==> config.mk <==
export PLATFORM = sky130hd
export DESIGN_NAME = raster_timing_vblank_sprite0_hit
export DESIGN_NICKNAME = d
export VERILOG_FILES = /design/src/sv/rtvs_pkg.sv /design/src/sv/raster_timing_vblank_sprite0_hit.sv
export SDC_FILE = /design/constraint.sdc
export NUM_CORES = 1
export LEC_CHECK = 0
export ABC_AREA = 1
export BUFFER_PORTS_ARGS = -buffer_cell sky130_fd_sc_hd__buf_4
export CAP_MARGIN = 20
export CORE_MARGIN = 5
export CORE_UTILIZATION = 40
export CTS_BUF_LIST = sky130_fd_sc_hd__clkbuf_16
export DETAILED_ROUTE_END_ITERATION = 12
export PLACE_DENSITY = 0.67
export SLEW_MARGIN = 40
export SYNTH_ARGS = -nofsm -noshare
export SYNTH_HDL_FRONTEND = slang
export SYNTH_SLANG_ARGS = --single-unit
==> constraint.sdc <==
create_clock -name clk -period 9.2 [get_ports clk]
set_input_delay 0.92 -clock clk [delete_from_list [all_inputs] [get_ports clk]]
set_output_delay 0.92 -clock clk [all_outputs]
set_load 0.05 [all_outputs]
==> src/sv/rtvs_pkg.sv <==
// Package for the raster timing block: payload types and timing constants.
package rtvs_pkg;

    localparam int DOT_W  = 9;
    localparam int LINE_W = 10;
    localparam int CYC_W  = 3;

    localparam int DOTS_PER_LINE_DEF = 341;

    // Raster landmarks
    localparam logic signed [LINE_W-1:0] VBLANK_LINE   = 10'sd241;
    localparam logic signed [LINE_W-1:0] WRAP_LINE     = 10'sd261;
    localparam logic signed [LINE_W-1:0] VISIBLE_LINES = 10'sd240;
    localparam logic signed [LINE_W-1:0] PRERENDER     = -10'sd1;
    localparam logic [DOT_W-1:0]         VISIBLE_DOTS  = 9'd256;

    typedef struct packed {
        logic [CYC_W-1:0] cycles;
        logic [7:0]       sprite_zero_y;
        logic [7:0]       sprite_zero_x;
    } in_item_t;

    typedef struct packed {
        logic signed [LINE_W-1:0] line_now;
        logic [DOT_W-1:0]         dot_now;
        logic                     vblank_status;
        logic                     sprite_zero_status;
        logic                     frame_end;
        logic                     nmi_request;
        logic [31:0]              frame_number;
    } out_item_t;

endpackage

==> src/sv/raster_timing_vblank_sprite0_hit.sv <==
// The result of an accepted request is captured in the output register on the accepting edge.
// Throughput: one request per cycle while in_stall is low; the raster state updates on the accepting edge.
// in_stall rises only while a finished result is held by out_stall.
// Reset (rst_n low, asynchronous): line -1, dot 0, flags and frame count cleared,
// NMI disabled, output empty. Configuration writes are taken in any cycle.
module raster_timing_vblank_sprite0_hit
    import rtvs_pkg::*;
#(
    parameter int DOTS_PER_LINE = DOTS_PER_LINE_DEF
)
(
    input  logic      clk,
    input  logic      rst_n,
    // configuration write
    input  logic      cfg_valid,
    output logic      cfg_ready,
    input  logic      cfg_data,
    // request channel
    input  logic      in_valid,
    output logic      in_stall,
    input  in_item_t  in_data,
    // result channel
    output logic      out_valid,
    input  logic      out_stall,
    output out_item_t out_data
);

    localparam logic [DOT_W:0] DOTS_LIM = (DOT_W+1)'(DOTS_PER_LINE);

    // raster state
    logic signed [LINE_W-1:0] line_reg, line_next;
    logic [DOT_W-1:0]         dot_reg, dot_next;
    logic                     vblank_reg, vblank_next;
    logic                     hit_reg, hit_next;
    logic [31:0]              frame_reg, frame_next;
    logic                     nmi_en_reg;

    // output stage
    logic      out_valid_reg;
    out_item_t out_data_reg, out_data_next;

    logic                     accept;
    logic                     started;
    logic [DOT_W:0]           dot_sum;
    logic                     wrap;
    logic signed [LINE_W-1:0] line_inc;
    logic                     line_end;
    logic                     hit_base;
    logic signed [LINE_W:0]   line_ext, dot_ext, y_ext, x_ext;
    logic                     in_window;

    assign cfg_ready = 1'b1;
    assign in_stall  = out_valid_reg && out_stall;
    assign accept    = in_valid && !in_stall;
    assign out_valid = out_valid_reg;
    assign out_data  = out_data_reg;

    // step logic
    always_comb
    begin
        // vblank start check on the state before the step
        started    = (line_reg == VBLANK_LINE) && !vblank_reg;
        frame_next = started ? frame_reg + 32'd1 : frame_reg;

        // dot advance, three dots per CPU cycle, wraps at most once
        dot_sum  = {1'b0, dot_reg} + (DOT_W+1)'({in_data.cycles, 1'b0})
                   + (DOT_W+1)'(in_data.cycles);
        wrap     = dot_sum >= DOTS_LIM;
        dot_next = wrap ? DOT_W'(dot_sum - DOTS_LIM) : dot_sum[DOT_W-1:0];

        // line advance and end of frame
        line_inc  = line_reg + 10'sd1;
        line_end  = wrap && (line_inc >= WRAP_LINE);
        line_next = wrap ? (line_end ? PRERENDER : line_inc) : line_reg;

        vblank_next = line_end ? 1'b0 : (started || vblank_reg);
        hit_base    = line_end ? 1'b0 : hit_reg;

        // sprite 0 box against the new raster position
        line_ext  = {line_next[LINE_W-1], line_next};
        dot_ext   = {2'b00, dot_next};
        y_ext     = {3'b000, in_data.sprite_zero_y};
        x_ext     = {3'b000, in_data.sprite_zero_x};
        in_window = !started
                    && (line_next >= 10'sd0) && (line_next < VISIBLE_LINES)
                    && (dot_reg < VISIBLE_DOTS)
                    && !hit_base
                    && (y_ext >= line_ext - 11'sd8) && (y_ext <= line_ext)
                    && (x_ext >= dot_ext - 11'sd8) && (x_ext <= dot_ext);
        hit_next  = hit_base || in_window;

        out_data_next.line_now           = line_next;
        out_data_next.dot_now            = dot_next;
        out_data_next.vblank_status      = vblank_next;
        out_data_next.sprite_zero_status = hit_next;
        out_data_next.frame_end          = started;
        out_data_next.nmi_request        = started && nmi_en_reg;
        out_data_next.frame_number       = frame_next;
    end

    // control and raster state
    always_ff @(posedge clk or negedge rst_n)
    begin
        if (!rst_n)
        begin
            line_reg      <= PRERENDER;
            dot_reg       <= '0;
            vblank_reg    <= 1'b0;
            hit_reg       <= 1'b0;
            frame_reg     <= '0;
            nmi_en_reg    <= 1'b0;
            out_valid_reg <= 1'b0;
        end
        else
        begin
            if (cfg_valid && cfg_ready)
            begin
                nmi_en_reg <= cfg_data;
            end
            if (accept)
            begin
                line_reg   <= line_next;
                dot_reg    <= dot_next;
                vblank_reg <= vblank_next;
                hit_reg    <= hit_next;
                frame_reg  <= frame_next;
            end
            if (accept)
            begin
                out_valid_reg <= 1'b1;
            end
            else if (!out_stall)
            begin
                out_valid_reg <= 1'b0;
            end
        end
    end

    // result payload
    always_ff @(posedge clk)
    begin
        if (accept)
        begin
            out_data_reg <= out_data_next;
        end
    end

endmodule

==> flow_summary_export.csv, run 1 <==
group,metric,value,unit
outcome,outcome,"complete, no violations",
flow_run,cap_violations,0,
setup_path,reg2reg_from,"dot_reg[1]",
setup_path,r2r-end,"hit_reg",
setup_path,crit_type,"primary input to register",
clock_tree,numCtsBuffers,9,
logic_synthesis,yosysSeqAreaShare,45.6,%
setup_path,critPathArrivalTime,5.45,ns
logic_synthesis,synthFlopType,"edfxtp_1",
route,wl_per_cell,13.2,µm
sta,skew,0.00687,ns
pwr,ir_drop,0.229,mV
logic_synthesis,postSynth.asyncResetShare,50.0,%
route,dr.pass1.iters,5,
logic_synthesis,synth_warnings,0,
sta,min_period,5.15,ns
logic_synthesis,synth_common_cells,"nand2_1, inv_1, edfxtp_1",
global_route,track_usage,14.9,%
min_path,hp-start,"line_reg[9]",
clock_tree,clk_pin_slew,0.08,ns
setup_path,cp_slowest_stage_delay,0.54,ns
setup_path,end_kind,"register",
global_route,grt_max_degree,88,
clock_tree,hold_buffers,0,
layout,drive_above_1_share,21.1,%
layout,final-instance-count-excl-fill,1054,
sta,timing.setup.tns,0,ns
logic_synthesis,synthCells,749,
global_route,first_global_vias,4946,
layout,seq_area,3040,µm²
setup_path,path_buf_inv,5,
clock_tree,clk_latency,0.36,ns
route,drt_wl_total,13.9,mm
placed_design,dpl.hpwl,10.3,mm
min_path,min_path_cells,2,
global_route,antenna_found_initial,0,
clock_tree,cts_setup_buffers,0,
clock_tree,cts-resized-gates,0,
global_route,grt_overflow,0,
clock_tree,h-tree-depth,3,
floorplan,ioPinCount,83,
logic_synthesis,synth_cell_types,45,
floorplan,die_h,139,µm
setup_path,crit_top_cell,"nand2_1",
route,num_vias,5039,
setup_path,setup.worst_path.start_class,"primary input",
floorplan,fp.dieW,139,µm
layout,final_nets,898,
layout,multi_input_comb_area,3100,µm²
floorplan,rows,47,
placed_design,port_buffers,81,
logic_synthesis,synth_edf_count,55,
placed_design,place_inst,1038,
layout,fillers,1609,
sta,tightest_slew,0.640,ns
setup_path,rrSetupSlack,4.41,ns
route,route.detailed.drc,0,
floorplan,start_util,40.5,%
setup_path,ff2ff_path_depth,31,
setup_path,cp_max_fo,24,
layout,area_growth,17.6,%
global_route,grt_pass1_wl,23.7,mm
logic_synthesis,syn-num-nets,818,
setup_path,cp.depth,32,
clock_tree,cts_tree,"yes",
setup_path,cp_top_family,"simple AND/OR/NAND/NOR gates",
route,drtIter0Drc,275,
setup_path,required,9.50,ns
logic_synthesis,syn_avg_cell_area,8.89,µm²
logic_synthesis,synth_top_area_share,24.8,%
logic_synthesis,synth_seq_cells,110,
logic_synthesis,synth.area.top_cells,"edfxtp_1, dfrtp_1, nand2_1",
sta,finalCritPeriodShare,56.0,%
logic_synthesis,synth_area,6660,µm²
sta,slew_viol_final,0,
sta,setup-violations-final,0,
sta,rsz0062_at_grt,"no",
sta,fmax,0.194,GHz
floorplan,die-area,19300,µm²
route,ant_nets,0,
layout,largest_reg_flops,55,
clock_tree,clockBufferDepth,2,
setup_path,critPathSlowestCell,"fa_1",
floorplan,core,16500,µm²
sta,finalHoldViolCount,0,
logic_synthesis,post-synth-top-count-cell,"nand2_1",
pwr,powerDensity,296,nW/µm²
route,vias_per_cell,4.78,
clock_tree,cts.sinks,110,
clock_tree,cts_root_buffer,"clkbuf_16",
min_path,min_to,"line_reg[9]",
sta,slew_headroom,57.4,%
pwr,p_leak,3.67,nW
placed_design,gp_congestion,0.907,
min_path,hp-class,"register to register",
layout,num_antenna_cells,0,
logic_synthesis,yosys.area.top_type,"edfxtp_1",
cells by family after synthesis:
family	Yosys count	share of synthesized area (%)
AO/OA/AOI/OAI	81	6.91
flip-flops	110	45.6
AND/OR/NAND/NOR	338	24.8
XOR/XNOR	45	6.03
other	1	0.0563
adder cells (fa/ha/maj)	44	8.60
buffers and inverters	130	8.00
stage by stage:
stage	util (%)	setup slack, ns	area [µm²]	hold WS, ns	power (mW)
final	47.6	4.05	7840	0.502	2.32
after global routing	47.6	3.68	7840	0.541	2.52
after detailed placement	45.5	3.68	7500	0.486	1.89
after CTS	47.6	4.04	7830	0.505	2.34
after global placement	45.4	3.78	7470	0.478	1.88
after floorplan	-	4.32	6660	0.453	1.62
area by class of cell:
type | instances | share of cell area, %
Clock buffer | 9 | 2.87
Clock inverter | 7 | 1.37
Inverter | 115 | 5.54
Multi-Input combinational cell | 509 | 39.5
Sequential cell | 110 | 38.8
Tap cell | 220 | 3.51
Timing Repair Buffer | 84 | 8.40
power by group:
| part | internal [mW] | switching (mW) | total [mW] |
|---|---|---|---|
| clock network | 0.243 | 0.189 | 0.432 |
| logic | 0.402 | 0.758 | 1.16 |
| registers | 0.650 | 0.0736 | 0.724 |
worst max path at each step:
stage,startpoint,slack (ns),to
after global routing,in_data[16],3.68,hit_reg
after CTS,in_data[16],4.04,hit_reg
after global placement,in_data[16],3.78,hit_reg
after detailed placement,in_data[16],3.68,hit_reg
after floorplan,in_data[16],4.32,hit_reg
final,in_data[16],4.05,hit_reg
worst reg2reg max path: cells and delay by family, from the launching register on:
kind / cells / cell delay [ns]
and+or+nand+nor: 19 / 1.84
adders and majority gates: 5 / 1.74
buffers and inverters: 4 / 0.37
DFF: 1 / 0.33
AOI/OAI and AO/OA: 2 / 0.27
xor gates and xnor gates: 1 / 0.17
layer usage:
metal | vias to the layer above | share of wire (%) | global-route usage, %
met5 | - | 0 | 0
met2 | 100 | 46 | 24.2
met3 | 11 | 4.8 | 4.07
met4 | 0 | 1.0 | 3.50
li1 | 2598 | - | -
met1 | 2330 | 48 | 19.9
layout by cell type, fill, tap and decap left out, drive strengths merged:
cell type  netlist  routed
a2111o           1       1
a21oi           16      16
a22oi            1       1
a32oi            1       1
buf              5      84
bufinv           0       2
clkbuf          10       9
clkinv           3       5
clkinvlp         0       1
conb             1       1
dfrtp           45      45
dfstp           10      10
edfxtp          55      55
fa               3       3
ha              41      41
inv            112     114
nand2          214     214
nand3           43      43
nand3b           4       4
nand4           16      16
nor2            38      38
nor3            17      17
nor4             6       6
o211ai           2       2
o21ai           54      54
o21bai           2       2
o221ai           1       1
o22ai            3       3
xnor2            2       2
xor2            43      43
Power figures use the tool's default switching activity.
==> run 2: changes to the inputs <==
==> constraint.sdc (replaced) <==
create_clock -name clk -period 5.3 [get_ports clk]
set_input_delay 0.53 -clock clk [delete_from_list [all_inputs] [get_ports clk]]
set_output_delay 0.53 -clock clk [all_outputs]
set_load 0.05 [all_outputs]
==> run 2 against run 1 <==
  * Cell area shrank 0.62%
  * Sequential power grew 74%
  * Wire length grew 1.6%
  * Clock skew grew 0.0026 ns
  * Sequential cell count is the same
  * Clock-buffer cell count is the same
  * Global-route usage grew 0.23 points
  * Critical endpoint unchanged
==> flow_summary_export.csv, run 2 (synthesis results as in run 1) <==
group,metric,value,unit
layout,num_antenna_cells,0,
route,drtIter0Drc,327,
global_route,antenna_found_initial,0,
placed_design,dpl.hpwl,10.4,mm
sta,slew_headroom,60.1,%
layout,fin_area,7790,µm²
setup_path,required,5.59,ns
placed_design,placed_area,7490,µm²
setup_path,critPathSlowestCell,"fa_1",
placed_design,gp_congestion,0.916,
route,ant_nets,0,
global_route,track_usage,15.1,%
layout,area_growth,16.9,%
floorplan,fp.dieW,139,µm
route,wl_per_cell,13.4,µm
layout,layout_common_cells,"nand2_1, inv_1, buf_4",
global_route,first_global_vias,4988,
layout,final_nets,900,
clock_tree,clk_pin_slew,0.07,ns
placed_design,post-place-ws,0.158,ns
sta,timing.setup.tns,0,ns
clock_tree,hold_buffers,0,
floorplan,start_util,40.5,%
route,vias_per_cell,4.79,
setup_path,end_kind,"register",
setup_path,path_buf_inv,4,
setup_path,critPathArrivalTime,5.08,ns
global_route,grt_pass1_wl,24.1,mm
setup_path,cp_slowest_stage_delay,0.54,ns
sta,slew_viol_final,0,
sta,hold_ws,0.142,ns
sta,min_period,4.78,ns
sta,rsz0062_at_grt,"no",
sta,finalCritPeriodShare,90.3,%
sta,tightest_slew,0.599,ns
pwr,netSwitchingPower,1.75,mW
global_route,grt_overflow,0,
clock_tree,cts_tree,"yes",
pwr,switching_share,44.3,%
layout,mostFrequentLayoutCell,"nand2_1",
pwr,p_leak,3.66,nW
pwr,p_comb_share,51.0,%
sta,finalHoldViolCount,0,
min_path,hp-class,"primary input to asynchronous set/reset pin",
layout,drive_above_1_share,21.1,%
clock_tree,cts_setup_buffers,0,
pwr,seq_power_share,31.8,%
pwr,clock_power_share,17.2,%
setup_path,crit_type,"register to register",
route,dr.pass1.iters,4,
pwr,ir_drop,0.311,mV
sta,setup-violations-final,0,
sta,fmax,0.209,GHz
clock_tree,cts-resized-gates,0,
clock_tree,clk_latency,0.35,ns
floorplan,ioPinCount,83,
outcome,outcome,"complete, no violations",
placed_design,port_buffers,81,
layout,largest_reg_flops,55,
clock_tree,numCtsBuffers,9,
floorplan,die-area,19300,µm²
pwr,powerDensity,508,nW/µm²
route,route.detailed.drc,0,
setup_path,cp_top_family,"simple AND/OR/NAND/NOR gates",
setup_path,cp_max_fo,24,
floorplan,core,16500,µm²
setup_path,crit_top_cell,"nand2_1",
sta,fin_ws,0.515,ns
sta,skew,0.00948,ns
floorplan,die_h,139,µm
clock_tree,cts_root_buffer,"clkbuf_16",
clock_tree,h-tree-depth,3,
clock_tree,clockBufferDepth,2,
clock_tree,cts.sinks,110,
route,num_vias,5056,
global_route,grt_max_degree,82,
route,drt_wl_total,14.1,mm
setup_path,setup.worst_path.start_class,"register",
pwr,intPower,2.20,mW
flow_run,cap_violations,0,
floorplan,rows,47,
[run 2: cell types whose count changed in the layout (fill, tap and decap cells not counted), sizes merged]
cell	previous run	this run
inv	114	116
buf	84	86
bufinv	2	1
clkinvlp	1	0
[run 2: power groups by stage]
stage	combinational, mW	sequential [mW]	clock [mW]
global route	2.30	1.28	0.739
detailed placement	2.02	1.27	0
CTS	2.04	1.26	0.700
finish	2.02	1.26	0.678
floorplan	1.34	1.47	0
global placement	2.00	1.27	0
[run 2: final timing paths]
path / start / to / slack (ns) / depth (start not counted)
worst min-delay path: rst_n / nmi_en_reg / 0.14 / 1
worst max-delay path: dot_reg[1] / hit_reg / 0.52 / 31
min in group clk: cfg_valid / nmi_en_reg / 0.39 / 2
worst min register to register: out_valid / out_valid / 0.49 / 2
max in group asynchronous: rst_n / line_reg[1] / 4.78 / 1
worst max register to register: dot_reg[1] / hit_reg / 0.52 / 31
[run 2: area by class of cell]
type | count | area [µm²]
flip-flops and latches | 110 | 3040
well taps | 220 | 275
multi-input cells | 509 | 3100
fillers | 1589 | 8680
inverters | 115 | 434
repair buffers | 86 | 653
clock inverters | 7 | 63.8
clock buffers | 9 | 225
[run 2: per-stage QoR]
stage	utilization [%]	total power [mW]	std cells
floorplan	-	2.82	749
global placement	45.5	3.28	1040
detailed placement	45.5	3.30	1040
CTS	47.2	3.99	1056
global route	47.3	4.32	1056
finish	47.3	3.95	1056
[run 2: per-layer routing]
layer | up-vias | part of all wire (%) | GRT usage, %
met5 | - | 0 | 0
met3 | 14 | 4.8 | 2.72
met2 | 103 | 46 | 24.8
met1 | 2340 | 48 | 20.4
li1 | 2599 | - | -
met4 | 0 | 1.3 | 4.79
[run 2: worst reg2reg max path: cells and delay by family, from the launching register on]
kind,cells,cell delay [ns]
flip-flops,1,0.32
XOR/XNOR,1,0.17
AO/OA/AOI/OAI,2,0.28
AND/OR/NAND/NOR,19,1.88
adder cells (fa/ha/maj),5,1.73
buffers and inverters,4,0.36
